## src/rtl/core/stb_pkg.sv

```systemverilog
// Shared types and constants for the software timer bank.
// No dependencies; stb_dec, stb_seq and software_timer_bank import this package.
`default_nettype none

package stb_pkg;

	localparam int unsigned DATA_W         = 32;
	localparam int unsigned ID_W           = 8;
	localparam int unsigned CMD_W          = 3;
	localparam int unsigned DEF_NUM_TIMERS = 8;

	typedef enum logic [CMD_W-1:0] {
		CMD_TICK  = 3'd0,
		CMD_START = 3'd1,
		CMD_AUTO  = 3'd2,
		CMD_STOP  = 3'd3,
		CMD_CHECK = 3'd4
	} cmd_t;

	typedef enum logic [1:0] {
		ST_IDLE,
		ST_TICK,
		ST_DONE
	} seq_state_t;

	// Control flags from the sequencer to the datapath.
	typedef struct packed {
		logic busy;
		logic wb_en;
		logic load_out;
	} seq_ctrl_t;

	// Result of the shared countdown unit for one timer entry.
	typedef struct packed {
		logic              wr;
		logic              expire;
		logic [DATA_W-1:0] value;
	} dec_res_t;

endpackage

`default_nettype wire

```

## src/rtl/core/stb_ram.sv

```systemverilog
// Generic single-write, single-read RAM with a registered read port.
// Depends on nothing; used for the count and preload stores.
`default_nettype none

module stb_ram #(
	parameter int unsigned WIDTH = 32,
	parameter int unsigned DEPTH = 8,
	localparam int unsigned AW = (DEPTH > 1) ? $clog2(DEPTH) : 1
) (
	input  wire logic             clk,
	input  wire logic             we,
	input  wire logic [AW-1:0]    waddr,
	input  wire logic [WIDTH-1:0] wdata,
	input  wire logic [AW-1:0]    raddr,
	output logic      [WIDTH-1:0] rdata
);

	logic [WIDTH-1:0] mem_q [DEPTH];

	always_ff @(posedge clk) begin
		if (we) begin
			mem_q[waddr] <= wdata;
		end
		rdata <= mem_q[raddr];
	end

endmodule

`default_nettype wire

```

## src/rtl/core/stb_dec.sv

```systemverilog
// Shared countdown unit: decrements one timer entry and handles expiry and reload.
// Depends on stb_pkg.
`default_nettype none

module stb_dec
	import stb_pkg::*;
(
	input  wire logic [DATA_W-1:0] remaining,
	input  wire logic [DATA_W-1:0] reload_value,
	input  wire logic              auto_mode,
	output dec_res_t               res
);

	logic [DATA_W-1:0] dec_val;

	always_comb begin
		dec_val    = remaining - DATA_W'(1);
		res.wr     = (remaining != '0);
		res.expire = res.wr && (dec_val == '0);
		if (res.expire && auto_mode) begin
			res.value = reload_value;
		end else begin
			res.value = dec_val;
		end
	end

endmodule

`default_nettype wire

```

## src/rtl/core/stb_seq.sv

```systemverilog
// Sequencer for the timer bank: accepts commands and walks the entries on a tick.
// Depends on stb_pkg.
`default_nettype none

module stb_seq
	import stb_pkg::*;
#(
	parameter int unsigned NUM_TIMERS = DEF_NUM_TIMERS,
	localparam int unsigned IDX_W = (NUM_TIMERS > 1) ? $clog2(NUM_TIMERS) : 1
) (
	input  wire logic             clk,
	input  wire logic             arst_n,
	input  wire logic             in_fire,
	input  wire logic             is_tick,
	input  wire logic             out_free,
	output logic      [IDX_W-1:0] rd_idx,
	output logic      [IDX_W-1:0] wb_idx,
	output seq_ctrl_t             ctrl
);

	localparam int unsigned CNT_W = $clog2(NUM_TIMERS + 1);

	seq_state_t       state_q, state_d;
	logic [CNT_W-1:0] cnt_q, cnt_d;
	logic             pend_s1, pend_d;
	logic [IDX_W-1:0] idx_s1, idx_d;

	always_ff @(posedge clk or negedge arst_n) begin
		if (!arst_n) begin
			state_q <= ST_IDLE;
			cnt_q   <= '0;
			pend_s1 <= 1'b0;
		end else begin
			state_q <= state_d;
			cnt_q   <= cnt_d;
			pend_s1 <= pend_d;
		end
	end

	always_ff @(posedge clk) begin
		idx_s1 <= idx_d;
	end

	// A read issued at one index returns in the next cycle, when the entry is written
	// back while the next index is read.
	always_comb begin
		state_d       = state_q;
		cnt_d         = cnt_q;
		pend_d        = 1'b0;
		idx_d         = idx_s1;
		rd_idx        = '0;
		ctrl.busy     = (state_q != ST_IDLE);
		ctrl.wb_en    = pend_s1;
		ctrl.load_out = 1'b0;
		unique case (state_q)
			ST_IDLE: begin
				if (in_fire) begin
					cnt_d   = '0;
					state_d = is_tick ? ST_TICK : ST_DONE;
				end
			end
			ST_TICK: begin
				if (cnt_q != CNT_W'(NUM_TIMERS)) begin
					rd_idx = cnt_q[IDX_W-1:0];
					pend_d = 1'b1;
					idx_d  = cnt_q[IDX_W-1:0];
					cnt_d  = cnt_q + CNT_W'(1);
				end else if (!pend_s1) begin
					state_d = ST_DONE;
				end
			end
			ST_DONE: begin
				ctrl.load_out = out_free;
				if (out_free) begin
					state_d = ST_IDLE;
				end
			end
			default: begin
				state_d = ST_IDLE;
			end
		endcase
	end

	assign wb_idx = idx_s1;

endmodule

`default_nettype wire

```

## src/rtl/core/software_timer_bank.sv

```systemverilog
// Top level of the software timer bank: command port, timer stores and result register.
// Depends on stb_pkg, stb_ram, stb_dec and stb_seq.
//
//   Channel  Signals                           Direction
//   in       in_valid, in_stall, command,      command beat into the bank
//            timer_id, period
//   out      out_valid, out_stall, expired,    one result beat per command
//            run_time
//
// Start, stop, check and undefined commands go from IDLE to DONE, which loads the
// output register once it is free; the bank then returns to IDLE for the next command.
// A tick first walks all NUM_TIMERS entries in TICK: the one shared decrementer
// visits one entry per cycle, with the count store read in the cycle before its
// write-back. in_stall is high while a command is in progress.
// A new command is accepted while an earlier result still waits in the output
// register. Reset clears all timers through per-entry valid bits, with no sweep.
`default_nettype none

module software_timer_bank
	import stb_pkg::*;
#(
	parameter int unsigned NUM_TIMERS = DEF_NUM_TIMERS
) (
	input  wire logic              clk,
	input  wire logic              arst_n,
	input  wire logic              in_valid,
	output logic                   in_stall,
	input  wire logic [CMD_W-1:0]  command,
	input  wire logic [ID_W-1:0]   timer_id,
	input  wire logic [DATA_W-1:0] period,
	output logic                   out_valid,
	input  wire logic              out_stall,
	output logic                   expired,
	output logic      [DATA_W-1:0] run_time
);

	localparam int unsigned IDX_W = (NUM_TIMERS > 1) ? $clog2(NUM_TIMERS) : 1;

	seq_ctrl_t         ctrl;
	dec_res_t          dec;
	cmd_t              cmd;
	logic              in_fire;
	logic              out_free;
	logic [IDX_W-1:0]  rd_idx;
	logic [IDX_W-1:0]  wb_idx;
	logic [IDX_W-1:0]  sel_idx;
	logic              id_in_range;
	logic [DATA_W-1:0] rem_rdata;
	logic [DATA_W-1:0] rel_rdata;
	logic [DATA_W-1:0] rem_cur;
	logic [DATA_W-1:0] rel_cur;
	logic              rem_we;
	logic [IDX_W-1:0]  rem_waddr;
	logic [DATA_W-1:0] rem_wdata;
	logic              rel_we;
	logic              is_start;
	logic              is_stop;

	logic [NUM_TIMERS-1:0] valid_q;
	logic [NUM_TIMERS-1:0] flag_q;
	logic [NUM_TIMERS-1:0] auto_q;
	logic [DATA_W-1:0]     tick_q;
	logic                  exp_q;
	logic                  out_valid_q;
	logic                  expired_q;
	logic [DATA_W-1:0]     run_time_q;

	assign in_fire  = in_valid && !in_stall;
	assign in_stall = ctrl.busy;
	assign out_free = !out_valid_q || !out_stall;
	assign cmd      = cmd_t'(command);

	assign id_in_range = ({1'b0, timer_id} < (ID_W + 1)'(NUM_TIMERS));
	assign sel_idx     = id_in_range ? IDX_W'(timer_id) : IDX_W'(NUM_TIMERS - 1);

	always_comb begin
		is_start = 1'b0;
		is_stop  = 1'b0;
		unique case (cmd)
			CMD_START, CMD_AUTO: is_start = 1'b1;
			CMD_STOP:            is_stop  = 1'b1;
			default: ;
		endcase
	end

	stb_seq #(
		.NUM_TIMERS(NUM_TIMERS)
	) u_seq (
		.clk     (clk),
		.arst_n  (arst_n),
		.in_fire (in_fire),
		.is_tick (cmd == CMD_TICK),
		.out_free(out_free),
		.rd_idx  (rd_idx),
		.wb_idx  (wb_idx),
		.ctrl    (ctrl)
	);

	// An entry never started reads as zero in both stores.
	assign rem_cur = valid_q[wb_idx] ? rem_rdata : '0;
	assign rel_cur = valid_q[wb_idx] ? rel_rdata : '0;

	stb_dec u_dec (
		.remaining   (rem_cur),
		.reload_value(rel_cur),
		.auto_mode   (auto_q[wb_idx]),
		.res         (dec)
	);

	always_comb begin
		if (ctrl.wb_en) begin
			rem_we    = dec.wr;
			rem_waddr = wb_idx;
			rem_wdata = dec.value;
		end else begin
			rem_we    = in_fire && (is_start || is_stop);
			rem_waddr = sel_idx;
			rem_wdata = is_start ? period : '0;
		end
		rel_we = in_fire && is_start;
	end

	stb_ram #(
		.WIDTH(DATA_W),
		.DEPTH(NUM_TIMERS)
	) u_rem_ram (
		.clk  (clk),
		.we   (rem_we),
		.waddr(rem_waddr),
		.wdata(rem_wdata),
		.raddr(rd_idx),
		.rdata(rem_rdata)
	);

	stb_ram #(
		.WIDTH(DATA_W),
		.DEPTH(NUM_TIMERS)
	) u_rel_ram (
		.clk  (clk),
		.we   (rel_we),
		.waddr(sel_idx),
		.wdata(period),
		.raddr(rd_idx),
		.rdata(rel_rdata)
	);

	always_ff @(posedge clk or negedge arst_n) begin
		if (!arst_n) begin
			valid_q <= '0;
			flag_q  <= '0;
			auto_q  <= '0;
			tick_q  <= '0;
			exp_q   <= 1'b0;
		end else begin
			if (ctrl.wb_en && dec.expire) begin
				flag_q[wb_idx] <= 1'b1;
			end
			if (in_fire) begin
				exp_q <= 1'b0;
				unique case (cmd)
					CMD_TICK: begin
						tick_q <= tick_q + DATA_W'(1);
					end
					CMD_START, CMD_AUTO: begin
						valid_q[sel_idx] <= 1'b1;
						flag_q[sel_idx]  <= 1'b0;
						auto_q[sel_idx]  <= (cmd == CMD_AUTO);
					end
					CMD_STOP: begin
						flag_q[sel_idx] <= 1'b0;
						auto_q[sel_idx] <= 1'b0;
					end
					CMD_CHECK: begin
						if (id_in_range) begin
							exp_q           <= flag_q[sel_idx];
							flag_q[sel_idx] <= 1'b0;
						end
					end
					default: ;
				endcase
			end
		end
	end

	always_ff @(posedge clk or negedge arst_n) begin
		if (!arst_n) begin
			out_valid_q <= 1'b0;
		end else if (ctrl.load_out) begin
			out_valid_q <= 1'b1;
		end else if (!out_stall) begin
			out_valid_q <= 1'b0;
		end
	end

	always_ff @(posedge clk) begin
		if (ctrl.load_out) begin
			expired_q  <= exp_q;
			run_time_q <= tick_q;
		end
	end

	assign out_valid = out_valid_q;
	assign expired   = expired_q;
	assign run_time  = run_time_q;

`ifndef SYNTH
	// Every accepted command keeps the sequencer busy on the following cycle.
	a_fire_busy: assert property (@(posedge clk) disable iff (!arst_n)
		in_fire |=> ctrl.busy)
		else $error("command accepted but sequencer not busy");

	// A nonzero count can only belong to an entry that has been started.
	a_wb_valid: assert property (@(posedge clk) disable iff (!arst_n)
		(ctrl.wb_en && dec.wr) |-> valid_q[wb_idx])
		else $error("countdown on an entry never started");

	// The result register is only loaded when its previous beat is gone.
	a_load_free: assert property (@(posedge clk) disable iff (!arst_n)
		ctrl.load_out |-> (!out_valid_q || !out_stall))
		else $error("result register overwritten");

	// A new result beat appears only after the sequencer finished a command.
	a_out_rise: assert property (@(posedge clk) disable iff (!arst_n)
		$rose(out_valid_q) |-> $past(ctrl.load_out))
		else $error("result beat without a finished command");
`endif

endmodule

`default_nettype wire
```

## config.mk

```make
export PLATFORM = sky130hd
export DESIGN_NAME = software_timer_bank
export DESIGN_NICKNAME = d
export VERILOG_FILES = /design/src/rtl/core/stb_pkg.sv /design/src/rtl/core/stb_ram.sv /design/src/rtl/core/stb_dec.sv /design/src/rtl/core/stb_seq.sv /design/src/rtl/core/software_timer_bank.sv
export SDC_FILE = /design/constraint.sdc
export NUM_CORES = 1
export LEC_CHECK = 0
export BUFFER_PORTS_ARGS = -buffer_cell sky130_fd_sc_hd__buf_4
export CORE_MARGIN = 4
export CORE_UTILIZATION = 50
export DETAILED_ROUTE_END_ITERATION = 8
export PLACE_DENSITY_LB_ADDON = 0.3
export SLEW_MARGIN = 20
export SYNTH_ARGS = -nofsm -noshare
export SYNTH_HDL_FRONTEND = slang
export SYNTH_SLANG_ARGS = --single-unit
```

## constraint.sdc

```tcl
create_clock -name clk -period 6 [get_ports clk]
set_input_delay 0.6 -clock clk [delete_from_list [all_inputs] [get_ports clk]]
set_output_delay 0.6 -clock clk [all_outputs]
set_load 0.01 [all_outputs]
```

==> summary.md <==
| Metric | Value |
|---|---|
| Run status | `finished clean` |
| CP max-delay cell | `edfxtp_1` |
| CP top delay family | `simple AND/OR/NAND/NOR gates` |
| Fmax achieved | `190 MHz` |
| Crit-path max FO | `16` |
| Crit Path Class | `flip-flop to flip-flop` |
| Multi-input logic area | `0.00693 sq mm` |
| Synth Flop Type | `edfxtp_1` |
| Power Density | `374 mW/mm^2` |
| Total wire length | `63.0 mm` |
| Final hold vios | `0` |
| Post-route setup slack | `750 ps` |
| Tcrit/Tclk final | `0.875` |
| Number of hold buffers added after CTS | `0` |
| Die area | `0.0570 sq mm` |
| Post-cts resize count | `0` |
| Syn nets | `1786` |
| Ys Warns | `0` |
| Switch share | `0.257` |
| Via/cell ratio | `6.02` |
| Share of layout cells above drive strength 1 | `0.211` |
| Flip-flop and latch count after synthesis | `677` |
| Port bufs | `81` |
| Hold WS | `105 ps` |
| Peak VDD IR | `0.000294 V` |
| Die Y | `239 microns` |
| Gr usage total | `0.221` |
| Die W | `239 microns` |
| Startpoint Class | `flip-flop` |
| CTS tree | `built` |
| GPL Wtd Cong | `0.913` |
| WL per Instance | `24.6 microns` |
| Cell variety after synth | `66` |
| ANT cells | `0` |
| I/O pin cnt | `82` |
| Layout Skew | `23.3 ps` |
| Comb pwr share | `0.129` |
| Top cells by area, synth | `edfxtp_1 (62%), dfrtp_1 (6.1%), mux4_2 (5.7%), dfxtp_1 (4.8%), nand2_1 (2.8%)` |
| Clk Latency, worst-skew pair | `610 ps` |
| Post-Syn Area | `0.0266 sq mm` |
| Total chip power | `11300 uW` |
| Root buffer cell | `clkbuf_16` |
| Final setup violation count | `0` |
| Post-CTS Setup Inserts | `0` |
| Worst EP arrival | `5560 ps` |
| Critical path capture point type | `flip-flop` |
| Remaining DRCs | `0` |
| Cells after Synth | `1734` |
| Number of global-route vias before repair | `15556` |
| Congestion Overflow GR | `0` |
| Min-delay worst type | `input pin to asynchronous set/reset pin` |
| Initial Util | `0.506` |
| Clock Tree Buf Depth | `3` |
| Switch Pwr | `2910 uW` |
| Setup TNS | `0 ps` |
| Rel. slew slack | `0.256` |
| Sequential share of power | `0.508` |
| Seq/Total Area, Yosys | `0.727` |
| Largest net degree at the start of global routing | `126` |
| Cell chain of the critical path | `mux4_2, mux2_2, nand2_1, ha_1, nor3b_1, nand4_1, buf_4, nor3_1, xnor2_1, nand4_1, nor4_4, buf_4, nor3_1, a211o_1` |
| Core Area | `0.0527 sq mm` |
| Largest area contributor in the netlist | `edfxtp_1` |
| Tmin final | `5250 ps` |
| TritonCTS Buffers | `69` |
| Area delta synth->final | `13.8%` |
| Num rows | `84` |
| CP Data Required Time | `6310 ps` |
| Bufs and invs on worst path | `2` |
| Final #Nets | `1873` |
| Drt pass-1 iters | `5` |
| Post-synth EDFFs | `548` |
| Drt initial violations | `1541` |
| Syn avg cell area | `15.4 sq um` |
| Max incr delay on CP | `710 ps` |
| Worst-path clk slew | `60 ps` |
| Ys async rst share | `0.0960` |
| Post-synth top area share | `0.618` |
| Slew Limit Fails | `0` |
| Clock power share | `0.363` |
| Leakage | `0.0106 uW` |
| Internal | `8420 uW` |
| Fillers | `4004` |
| Initial antenna violation count | `3` |
| Pre-CTS setup slack | `896 ps` |
| Final core utilization | `0.575` |
| Slew @ Worst Pin | `1120 ps` |
| H-tree Lvls | `3` |
| Storage cell area | `0.0194 sq mm` |
| Antenna Nets Post-Route | `0` |
| Hpwl dp | `37.6 mm` |
| Clock sinks | `677` |
| Total number of vias | `15439` |
| Unrepaired setup endpoints after global routing | `no` |
| Max Cap Viol | `0` |
| Global-route wire length before repair | `95.2 mm` |
cell type report:
cell class                      count  area share
Sequential cell                   677       0.639
Multi-Input combinational cell    943       0.229
Clock buffer                      103      0.0654
Timing Repair Buffer              113      0.0295
Tap cell                          688      0.0284
Clock inverter                     23     0.00648
Inverter                           17     0.00211
power by group through the flow:
stage / logic [uW] / clock network, uW / registers (uW)
detailed placement: 1430 / 0 / 5850
global route: 1590 / 4390 / 5780
global placement: 1390 / 0 / 5850
CTS: 1440 / 4190 / 5760
floorplan: 861 / 0 / 5770
finish: 1460 / 4120 / 5760
worst paths after layout:
kind                                 start                      to  slack, ps  cells past startpoint
hold / removal                      arst_n              tick_q[31]        110                      1
setup / recovery           u_seq.wb_idx[0]   u_rem_ram.mem_q[7][1]        750                     14
setup reg to reg           u_seq.wb_idx[0]   u_rem_ram.mem_q[7][1]        750                     14
hold reg to reg                      exp_q                 expired        460                      0
max in group asynchronous           arst_n          u_seq.cnt_q[0]       5250                      1
min in group clk                period[22]  u_rel_ram.mem_q[5][22]        260                      1
sequential cells by signal, summed over array words and instances, names as in the netlist:
name,count
u_seq.cnt_q,4
u_seq.pend_s1,1
u_seq.wb_idx,3
u_rem_ram.mem_q,256
flag_q,8
tick_q,32
u_rel_ram.mem_q,256
expired,1
u_rel_ram.rdata,32
u_rem_ram.rdata,32
u_seq.state_q,2
exp_q,1
run_time,32
valid_q,8
auto_q,8
out_valid,1
stage by stage:
stage               cells  cell area (sq um)
detailed placement   2437              28100
CTS                  2563              30300
global placement     2437              28100
finish               2564              30300
floorplan            1734              26600
global route         2564              30300
synth_stat cells (all sizes together) (4+ instances only):
| cell type | instances |
|---|---|
| edfxtp | 548 |
| nand2 | 202 |
| o21ai | 149 |
| clkbuf | 70 |
| mux4 | 67 |
| o22ai | 67 |
| mux2 | 66 |
| dfrtp | 65 |
| dfxtp | 64 |
| a21oi | 55 |
| nor2 | 44 |
| nand3 | 37 |
| xnor2 | 29 |
| buf | 27 |
| nor3 | 26 |
| xor2 | 26 |
| inv | 17 |
| a31oi | 14 |
| nand4 | 14 |
| nor4 | 14 |
| or2 | 14 |
| a21o | 13 |
| and3 | 13 |
| or3 | 9 |
| and4 | 6 |
| nand2b | 6 |
| a21bo | 5 |
| and2 | 5 |
| ha | 5 |
| or4 | 5 |
| a22oi | 4 |
metal layers:
layer / vias to the layer above / wire, microns / share of wire / track usage
li1: 6861 / - / - / -
met1: 7891 / 25700 / 0.41 / 0.297
met2: 562 / 31300 / 0.50 / 0.367
met3: 121 / 3880 / 0.062 / 0.0390
met4: 4 / 2170 / 0.034 / 0.0811
met5: - / 20 / 0.00032 / 0
layout by cell type (no fill, tap or decap), drive strengths merged, types with 4 or more instances in the layout:
master and count:
edfxtp 548, nand2 202, o21ai 149, buf 113, clkbuf 103, mux4 67, o22ai 67, mux2 66
dfrtp 65, dfxtp 64, a21oi 55, nor2 44, nand3 37, xnor2 29, xor2 26, nor3 26
inv 21, clkinv 16, or2 14, a31oi 14, nand4 14, nor4 14, a21o 13, and3 13
or3 9, nand2b 6, and4 6, and2 5, a21bo 5, ha 5, or4 5, a22oi 4
cell families after synthesis:
group,share of synthesized area
AO/OA/AOI/OAI,0.0742
XOR/XNOR,0.0181
adder cells (fa/ha/maj),0.00235
buffers and inverters,0.0172
flip-flops,0.727
multiplexers,0.0857
AND/OR/NAND/NOR,0.0754
No activity file was read; power rests on OpenSTA's default activity.
